[src/rtl/core/mcf_pkg.sv]
// Shared constants, codes and control types of the metafile command framer.
package mcf_pkg;

    // Default partition buffer depth and short-form length limit
    localparam int PART_BYTES_DEF  = 32;
    localparam int SHORT_LIMIT_DEF = 30;

    // Header length code that marks the long form
    localparam logic [4:0] LONG_FORM_CODE = 5'd31;
    // Continuation flag in the high byte of the length word
    localparam logic [7:0] CONT_FLAG = 8'h80;

    // Request kinds carried in tuser
    typedef logic [1:0] req_kind_t;
    localparam req_kind_t REQ_START = 2'd0;
    localparam req_kind_t REQ_DATA  = 2'd1;
    localparam req_kind_t REQ_END   = 2'd2;

    // Selector of the byte loaded into the output register
    typedef logic [2:0] byte_sel_t;
    localparam byte_sel_t SEL_HDR0 = 3'd0;
    localparam byte_sel_t SEL_HDR1 = 3'd1;
    localparam byte_sel_t SEL_LEN0 = 3'd2;
    localparam byte_sel_t SEL_LEN1 = 3'd3;
    localparam byte_sel_t SEL_DATA = 3'd4;
    localparam byte_sel_t SEL_PAD  = 3'd5;

    // Commands from the controller to the datapath
    typedef struct packed {
        logic      accept;      // input transfer may complete
        logic      start_cmd;   // open a new command
        logic      store_byte;  // write the input byte into the buffer
        logic      close_cmd;   // mark the command closed
        logic      emit_load;   // load one byte into the output register
        byte_sel_t emit_sel;    // which byte to load
        logic      emit_last;   // byte is the last of this run
        logic      short_form;  // header byte 1 carries the length
        logic      final_part;  // partition ends the command
        logic      read_first;  // fetch buffer entry zero
        logic      read_next;   // fetch the following buffer entry
        logic      finish;      // partition done: restart the count and clear the first flag
    } mcf_cmd_t;

    // Status from the datapath to the controller
    typedef struct packed {
        logic      in_valid;
        req_kind_t in_kind;
        logic      cmd_open;
        logic      buf_full;
        logic      len_zero;
        logic      len_odd;
        logic      idx_last;
        logic      first_part;
        logic      short_fit;
        logic      slot_free;
    } mcf_status_t;

endpackage

[src/rtl/core/metafile_command_framer_unit.sv]
// Top level of the metafile command framer: stream ports, controller and datapath.
//
// Frames binary metafile commands into a byte stream. A start transfer opens a
// command, data transfers fill a partition buffer of PART_BYTES entries, and an
// end transfer flushes it as the final partition. A transfer that emits a
// partition is accepted and then followed by its stream bytes (header, length
// word, data, pad), one byte per cycle while the output register has a free
// slot; the registered buffer read is fetched one entry ahead so data bytes
// leave back to back. No new input is taken until the last byte of a partition
// is loaded into the output register. An overflowing byte is held and written
// to the buffer when the last byte of the full partition has been loaded.
module metafile_command_framer_unit
    import mcf_pkg::*;
#(
    parameter int PART_BYTES  = PART_BYTES_DEF,
    parameter int SHORT_LIMIT = SHORT_LIMIT_DEF
) (
    input  logic        aclk,
    input  logic        aresetn,
    input  logic        s_tvalid,
    output logic        s_tready,
    input  logic [23:0] s_tdata,   // [3:0] class_code, [10:4] element_id, [18:11] data_byte
    input  logic [1:0]  s_tuser,   // [1:0] req_type
    output logic        m_tvalid,
    input  logic        m_tready,
    output logic [7:0]  m_tdata,   // [7:0] out_byte
    output logic        m_tlast    // run_last
);

    mcf_cmd_t    cmd;
    mcf_status_t status;

    mcf_ctrl u_ctrl (
        .aclk    (aclk),
        .aresetn (aresetn),
        .status  (status),
        .cmd     (cmd)
    );

    mcf_datapath #(
        .PART_BYTES  (PART_BYTES),
        .SHORT_LIMIT (SHORT_LIMIT)
    ) u_datapath (
        .aclk         (aclk),
        .aresetn      (aresetn),
        .s_tvalid     (s_tvalid),
        .s_kind       (s_tuser),
        .s_class_code (s_tdata[3:0]),
        .s_element_id (s_tdata[10:4]),
        .s_data_byte  (s_tdata[18:11]),
        .m_tready     (m_tready),
        .m_tvalid     (m_tvalid),
        .m_out_byte   (m_tdata),
        .m_run_last   (m_tlast),
        .cmd          (cmd),
        .status       (status)
    );

    // Input side is ready while the controller waits for a request
    assign s_tready = cmd.accept;

endmodule

[src/rtl/core/mcf_ram.sv]
// Generic single-port-write, single-port-read RAM with registered read data.
module mcf_ram
    import mcf_pkg::*;
#(
    parameter int WIDTH = 8,
    parameter int DEPTH = PART_BYTES_DEF
) (
    input  logic                     aclk,
    input  logic                     wr_en,
    input  logic [$clog2(DEPTH)-1:0] wr_addr,
    input  logic [WIDTH-1:0]         wr_data,
    input  logic                     rd_en,
    input  logic [$clog2(DEPTH)-1:0] rd_addr,
    output logic [WIDTH-1:0]         rd_data
);

    logic [WIDTH-1:0] mem [DEPTH];
    logic [WIDTH-1:0] rd_data_reg;

    // Write port and registered read port; read data holds while idle
    always_ff @(posedge aclk) begin
        if (wr_en) begin
            mem[wr_addr] <= wr_data;
        end
        if (rd_en) begin
            rd_data_reg <= mem[rd_addr];
        end
    end

    assign rd_data = rd_data_reg;

endmodule

[src/rtl/core/mcf_ctrl.sv]
// Controller state machine that sequences command framing and byte emission.
module mcf_ctrl
    import mcf_pkg::*;
(
    input  logic        aclk,
    input  logic        aresetn,
    input  mcf_status_t status,
    output mcf_cmd_t    cmd
);

    localparam logic [2:0] ST_IDLE = 3'd0;
    localparam logic [2:0] ST_HDR0 = 3'd1;
    localparam logic [2:0] ST_HDR1 = 3'd2;
    localparam logic [2:0] ST_LEN0 = 3'd3;
    localparam logic [2:0] ST_LEN1 = 3'd4;
    localparam logic [2:0] ST_DATA = 3'd5;
    localparam logic [2:0] ST_PAD  = 3'd6;

    logic [2:0] state_reg, state_next;
    logic       final_reg, final_next;
    logic       short_sel;
    logic       take;

    assign short_sel = final_reg && status.short_fit;
    assign take      = status.in_valid && (state_reg == ST_IDLE);

    // Next state and command decode
    always_comb begin
        state_next     = state_reg;
        final_next     = final_reg;
        cmd            = '0;
        cmd.final_part = final_reg;
        cmd.short_form = short_sel;
        cmd.emit_sel   = SEL_HDR0;
        unique case (state_reg)
            ST_IDLE: begin
                cmd.accept = 1'b1;
                if (take) begin
                    unique case (status.in_kind)
                        REQ_START: begin
                            cmd.start_cmd = 1'b1;
                        end
                        REQ_DATA: begin
                            if (status.cmd_open) begin
                                if (!status.buf_full) begin
                                    cmd.store_byte = 1'b1;
                                end else begin
                                    final_next = 1'b0;
                                    state_next = status.first_part ? ST_HDR0 : ST_LEN0;
                                end
                            end
                        end
                        REQ_END: begin
                            if (status.cmd_open) begin
                                cmd.close_cmd = 1'b1;
                                final_next    = 1'b1;
                                state_next    = status.first_part ? ST_HDR0 : ST_LEN0;
                            end
                        end
                        default: begin
                        end
                    endcase
                end
            end
            ST_HDR0: begin
                cmd.emit_sel = SEL_HDR0;
                if (status.slot_free) begin
                    cmd.emit_load = 1'b1;
                    state_next    = ST_HDR1;
                end
            end
            ST_HDR1: begin
                cmd.emit_sel = SEL_HDR1;
                if (status.slot_free) begin
                    cmd.emit_load = 1'b1;
                    if (!short_sel) begin
                        state_next = ST_LEN0;
                    end else if (status.len_zero) begin
                        cmd.emit_last = 1'b1;
                        cmd.finish    = 1'b1;
                        state_next    = ST_IDLE;
                    end else begin
                        cmd.read_first = 1'b1;
                        state_next     = ST_DATA;
                    end
                end
            end
            ST_LEN0: begin
                cmd.emit_sel = SEL_LEN0;
                if (status.slot_free) begin
                    cmd.emit_load = 1'b1;
                    state_next    = ST_LEN1;
                end
            end
            ST_LEN1: begin
                cmd.emit_sel = SEL_LEN1;
                if (status.slot_free) begin
                    cmd.emit_load = 1'b1;
                    if (status.len_zero) begin
                        cmd.emit_last = 1'b1;
                        cmd.finish    = 1'b1;
                        state_next    = ST_IDLE;
                    end else begin
                        cmd.read_first = 1'b1;
                        state_next     = ST_DATA;
                    end
                end
            end
            ST_DATA: begin
                cmd.emit_sel = SEL_DATA;
                if (status.slot_free) begin
                    cmd.emit_load = 1'b1;
                    if (!status.idx_last) begin
                        cmd.read_next = 1'b1;
                    end else if (status.len_odd) begin
                        state_next = ST_PAD;
                    end else begin
                        cmd.emit_last = 1'b1;
                        cmd.finish    = 1'b1;
                        state_next    = ST_IDLE;
                    end
                end
            end
            ST_PAD: begin
                cmd.emit_sel = SEL_PAD;
                if (status.slot_free) begin
                    cmd.emit_load = 1'b1;
                    cmd.emit_last = 1'b1;
                    cmd.finish    = 1'b1;
                    state_next    = ST_IDLE;
                end
            end
            default: begin
                state_next = ST_IDLE;
            end
        endcase
    end

    // Hold state and partition kind
    always_ff @(posedge aclk) begin
        if (!aresetn) begin
            state_reg <= ST_IDLE;
            final_reg <= 1'b0;
        end else begin
            state_reg <= state_next;
            final_reg <= final_next;
        end
    end

endmodule

[src/rtl/core/mcf_datapath.sv]
// Datapath: command registers, partition buffer, byte selection and output register.
module mcf_datapath
    import mcf_pkg::*;
#(
    parameter int PART_BYTES  = PART_BYTES_DEF,
    parameter int SHORT_LIMIT = SHORT_LIMIT_DEF
) (
    input  logic        aclk,
    input  logic        aresetn,
    input  logic        s_tvalid,
    input  req_kind_t   s_kind,
    input  logic [3:0]  s_class_code,
    input  logic [6:0]  s_element_id,
    input  logic [7:0]  s_data_byte,
    input  logic        m_tready,
    output logic        m_tvalid,
    output logic [7:0]  m_out_byte,
    output logic        m_run_last,
    input  mcf_cmd_t    cmd,
    output mcf_status_t status
);

    localparam int CNT_W  = $clog2(PART_BYTES + 1);
    localparam int ADDR_W = $clog2(PART_BYTES);

    logic [3:0]        class_reg;
    logic [6:0]        element_reg;
    logic [CNT_W-1:0]  count_reg;
    logic              first_reg;
    logic              open_reg;
    logic [ADDR_W-1:0] idx_reg;
    logic [7:0]        pend_reg;
    logic              out_valid_reg;
    logic [7:0]        out_byte_reg;
    logic              out_last_reg;

    logic              in_take;
    logic              slot_free;
    logic              ram_we;
    logic [ADDR_W-1:0] ram_waddr;
    logic [7:0]        ram_wdata;
    logic              ram_re;
    logic [ADDR_W-1:0] ram_raddr;
    logic [7:0]        ram_rdata;
    logic [7:0]        byte_sel_val;
    logic [7:0]        hdr1_base;

    assign in_take   = s_tvalid && cmd.accept;
    assign slot_free = !out_valid_reg || m_tready;
    assign hdr1_base = {element_reg[2:0], 5'b0};

    // Report status to the controller
    always_comb begin
        status            = '0;
        status.in_valid   = s_tvalid;
        status.in_kind    = s_kind;
        status.cmd_open   = open_reg;
        status.buf_full   = (count_reg == CNT_W'(PART_BYTES));
        status.len_zero   = (count_reg == '0);
        status.len_odd    = count_reg[0];
        status.idx_last   = ((CNT_W'(idx_reg) + CNT_W'(1)) == count_reg);
        status.first_part = first_reg;
        status.short_fit  = (8'(count_reg) <= 8'(SHORT_LIMIT));
        status.slot_free  = slot_free;
    end

    // Buffer writes: data bytes on transfer, held byte after an overflow partition
    always_comb begin
        ram_we    = 1'b0;
        ram_waddr = count_reg[ADDR_W-1:0];
        ram_wdata = s_data_byte;
        if (cmd.store_byte) begin
            ram_we = 1'b1;
        end else if (cmd.finish && !cmd.final_part) begin
            ram_we    = 1'b1;
            ram_waddr = '0;
            ram_wdata = pend_reg;
        end
    end

    // Buffer reads one entry ahead of the output register
    assign ram_re    = cmd.read_first || cmd.read_next;
    assign ram_raddr = cmd.read_first ? '0 : ADDR_W'(idx_reg + 1'b1);

    mcf_ram #(
        .WIDTH (8),
        .DEPTH (PART_BYTES)
    ) u_store (
        .aclk    (aclk),
        .wr_en   (ram_we),
        .wr_addr (ram_waddr),
        .wr_data (ram_wdata),
        .rd_en   (ram_re),
        .rd_addr (ram_raddr),
        .rd_data (ram_rdata)
    );

    // Select the stream byte
    always_comb begin
        unique case (cmd.emit_sel)
            SEL_HDR0: byte_sel_val = {class_reg, element_reg[6:3]};
            SEL_HDR1: byte_sel_val = cmd.short_form ? (hdr1_base | 8'(count_reg))
                                                    : (hdr1_base | 8'(LONG_FORM_CODE));
            SEL_LEN0: byte_sel_val = cmd.final_part ? 8'h00 : CONT_FLAG;
            SEL_LEN1: byte_sel_val = 8'(count_reg);
            SEL_DATA: byte_sel_val = ram_rdata;
            default:  byte_sel_val = 8'h00;
        endcase
    end

    // Command state registers
    always_ff @(posedge aclk) begin
        if (!aresetn) begin
            class_reg   <= '0;
            element_reg <= '0;
            count_reg   <= '0;
            first_reg   <= 1'b1;
            open_reg    <= 1'b0;
            idx_reg     <= '0;
        end else begin
            if (cmd.start_cmd) begin
                class_reg   <= s_class_code;
                element_reg <= s_element_id;
                count_reg   <= '0;
                first_reg   <= 1'b1;
                open_reg    <= 1'b1;
            end
            if (cmd.store_byte) begin
                count_reg <= count_reg + 1'b1;
            end
            if (cmd.close_cmd) begin
                open_reg <= 1'b0;
            end
            if (cmd.read_first) begin
                idx_reg <= '0;
            end else if (cmd.read_next) begin
                idx_reg <= idx_reg + 1'b1;
            end
            if (cmd.finish) begin
                first_reg <= 1'b0;
                count_reg <= cmd.final_part ? '0 : CNT_W'(1);
            end
        end
    end

    // Capture each taken data byte; kept for the byte that overflowed a full buffer
    always_ff @(posedge aclk) begin
        if (in_take) begin
            pend_reg <= s_data_byte;
        end
    end

    // Output register: load on emit, drop after the transfer
    always_ff @(posedge aclk) begin
        if (!aresetn) begin
            out_valid_reg <= 1'b0;
        end else if (cmd.emit_load) begin
            out_valid_reg <= 1'b1;
        end else if (m_tready) begin
            out_valid_reg <= 1'b0;
        end
    end

    always_ff @(posedge aclk) begin
        if (cmd.emit_load) begin
            out_byte_reg <= byte_sel_val;
            out_last_reg <= cmd.emit_last;
        end
    end

    assign m_tvalid   = out_valid_reg;
    assign m_out_byte = out_byte_reg;
    assign m_run_last = out_last_reg;

endmodule

[config.mk]
export PLATFORM = sky130hd
export DESIGN_NAME = metafile_command_framer_unit
export DESIGN_NICKNAME = d
export VERILOG_FILES = /design/src/rtl/core/mcf_pkg.sv /design/src/rtl/core/metafile_command_framer_unit.sv /design/src/rtl/core/mcf_ram.sv /design/src/rtl/core/mcf_ctrl.sv /design/src/rtl/core/mcf_datapath.sv
export SDC_FILE = /design/constraint.sdc
export NUM_CORES = 1
export LEC_CHECK = 0
export ABC_AREA = 0
export BUFFER_PORTS_ARGS = -buffer_cell sky130_fd_sc_hd__buf_2
export CAP_MARGIN = 20
export CELL_PAD_IN_SITES_DETAIL_PLACEMENT = 0
export CELL_PAD_IN_SITES_GLOBAL_PLACEMENT = 1
export CORE_MARGIN = 1
export CORE_UTILIZATION = 52
export CTS_CLUSTER_SIZE = 20
export DETAILED_ROUTE_END_ITERATION = 16
export PLACE_DENSITY = 0.87
export SYNTH_ARGS = -nofsm -noshare
export SYNTH_HDL_FRONTEND = slang
export SYNTH_SLANG_ARGS = --single-unit
export TNS_END_PERCENT = 10
[constraint.sdc]
create_clock -name aclk -period 3.7 [get_ports aclk]
set_input_delay 0.555 -clock aclk [delete_from_list [all_inputs] [get_ports aclk]]
set_output_delay 0.555 -clock aclk [all_outputs]
set_load 0.01 [all_outputs]
==> metrics <==
run status finished, final reports clean; source-to-sink clock delay at the later pin of the worst-skew pair 0.55 ns; minimum setup slack in the final design 0.524 ns; Setup Crit Path Kind reg2reg; count of flip-flops with a built-in enable after synthesis 281; critical path's top delay family multiplexers; worst setup path startpoint u_datapath.count_reg[1]; Least-Margin Pin Slew 1.06 ns; placed cell area 14,100 um2; DIE WIDTH 162 um; Max Slew Vio Count 0; GRT Total Usage 23.2%; growth of design area from synthesis to finish 12.7%; post-placement setup slack 0.589 ns; Setup Viol. Count Final 0; CTS sink count 310; hold bufs inserted after CTS 0; ys async rst share 0%; die span in y 162 um; Starting Density 53.0%; Crit Reg-Reg Startpoint u_datapath.count_reg[1]; IR Drop Worst-Case VDD 0.430 mV; count of TritonRoute iterations in the first routing pass 6; Placement Rows 58; stage delay of the slowest cell on the critical path 0.79 ns; synthesized netlist net count 996; worst reg2reg setup slack 0.52 ns; diode count 0; Yosys warning total 0; Die ar. 26,300 um2; Largest Register u_datapath.u_store.mem; TritonCTS clock tree built; reported leakage power 4.82 nW; startpoint kind of the worst setup timing path flop; data required time of the worst path 3.94 ns; Avg Vias per Cell 6.01; post-synthesis cell count 959; Netlist Area Pre-Place 13,400 um2; sort of element at the end of the critical path flop; worst hold start s_tdata[13]; routed wirelength normalized by instance count 21.7 um; Most used DFF post-synth edfxtp_1; overall overflow remaining after global route 0; Max Clock Freq 0.315 GHz; core area 25,200 um2; path type of the worst min-delay path in2reg; CP Cell Sequence inv_1, ha_1, nor3b_1, a21oi_1, o21ai_0, buf_4, a32oi_4, nor3_4, mux2_2; met2 routed WL 14,200 um; DRC violations left 0; setup_tns 0 ns; final layout net count 1,053; Clock Tree Buf Depth 3; WP buf/inv 2; number of buffers created by CTS 30; number of gates on the worst path with buffers counted 9; final critical-path share of the clock period 85.8%; Met3 Wirelength 2430 um; GP Congestion 0.851; Final Hold Vio Count 0; post-cts resize count 0; worst clock skew on the final layout 0.00787 ns; Setup Buffers After CTS 0; H-Tree Level Count 1; number of violations reported at the end of detailed-routing iteration 0 1,040; fraction of layout cells with a size suffix above 1 17.9%; post-route antenna net violation count 0; minimum clock period 3.18 ns; synthesis-stage register bit count 310; FF-to-FF End u_datapath.u_store.mem[26][1]; largest fanout on the critical path 32; crit path DAT 3.42 ns; maximum number of pins on one net before global-route repair 64; part of the Yosys area used for sequential elements 67.5%; Final Instance Area 15,000 um2; relative slew slack 28.9%; synth unique cells 68; met1 wire length 12,200 um; most used cells in the layout excluding fill and tap cells edfxtp_1, nand2_1, nor2_1, buf_4, a21oi_1; Port Buffers 35; Mapped Avg Cell Area 13.9 um2; setup repair after global routing missed its margin false; vias 8,227; clock transition at the registers of the reported paths 0.06 ns; top sig layer met4; number of global-route vias before repair 8,042; cell at the root of the clock tree clkbuf_16; max-cap viol count 0; overall power of the completed layout 0.00767 W; worst reg-to-reg path cell count 9; top-level I/O count 41; DP Wirelength 18,800 um; highest-delay cell along the critical path mux2_2; critical path endpoint u_datapath.u_store.mem[26][1]; first-pass GRT wire length 45,900 um; most frequent standard cell in the layout excluding fill and tap cells edfxtp_1; Power per Cell Area 510 nW/um2; Fill cells 1,905; Final Routed Wirelength 29,800 um; number of flip-flops under the largest register name 256; antenna violations before repair 1
==> where the power goes <==
group	leakage [nW]	switching, W	internal, W
combinational	1.58	0.000423	0.000238
clock	0.466	0.00124	0.00174
sequential	2.77	0.0000825	0.00395
==> per-layer routing <==
layer  global-route usage [%]  up-vias
met5                        0        -
met3                     4.42       77
met2                     38.0      344
li1                         -     3814
met4                     8.28        0
met1                     30.9     3992
==> worst reg2reg max path: stages, from the launching register on <==
cell and delay, ns:
dfxtp_1 0.31, inv_1 0.17, ha_1 0.22, nor3b_1 0.33, a21oi_1 0.11, o21ai_0 0.27
buf_4 0.18, a32oi_4 0.06, nor3_4 0.41, mux2_2 0.79
==> per-stage QoR <==
step,hold slack (ns),utilization [%],cells
final,0.192,59.8,1369
after global routing,0.176,59.8,1369
after CTS,0.163,59.8,1369
after detailed placement,0.463,56.0,1314
after global placement,0.458,56.0,1314
after floorplan,0.443,-,959
==> how the worst min path moves through the flow <==
stage                                 to  cells past startpoint  slack (ns)
3_3_place_gp   u_datapath.element_reg[2]                      2        0.46
2_1_floorplan  u_datapath.element_reg[0]                      2        0.44
5_1_grt           u_datapath.pend_reg[2]                      1        0.18
6_report          u_datapath.pend_reg[2]                      1        0.19
4_1_cts           u_datapath.pend_reg[2]                      1        0.16
3_5_place_dp   u_datapath.element_reg[2]                      2        0.46
==> cell usage after synthesis, drive strengths merged (9+ instances only) <==
cell	number	area (um2)
a21boi	13	97.6
a21oi	45	225
a221oi	9	78.8
a31oi	10	62.6
buf	22	123
clkbuf	39	146
dfxtp	29	581
edfxtp	281	8440
inv	10	37.5
mux2	16	184
mux2i	40	400
mux4	24	541
nand2	132	495
nand3	38	208
nand4	12	75.1
nor2	56	218
nor3	27	146
o21ai	28	140
o221ai	12	105
o22ai	11	68.8
==> logic make-up (layout without fill, tap and decap cells) <==
kind of cell / count (synthesis) / after routing / synth area share (%)
adder cells (fa/ha/maj): 7 / 7 / 0.656
multiplexers: 80 / 80 / 8.42
buffers and inverters: 71 / 151 / 2.30
flip-flops: 310 / 310 / 67.5
AND/OR/NAND/NOR: 291 / 291 / 10.1
XOR/XNOR: 11 / 11 / 0.881
AO/OA/AOI/OAI: 189 / 189 / 10.1
==> final cells by class <==
| class | count | area [um2] | share of cell area [%] |
|---|---|---|---|
| Clock buffer | 40 | 810 | 5.38 |
| Clock inverter | 15 | 146 | 0.973 |
| Inverter | 10 | 37.5 | 0.249 |
| Multi-Input combinational cell | 578 | 4050 | 26.9 |
| Sequential cell | 310 | 9020 | 59.9 |
| Tap cell | 330 | 413 | 2.74 |
| Timing Repair Buffer | 86 | 571 | 3.79 |
Power figures use the tool's default switching activity.
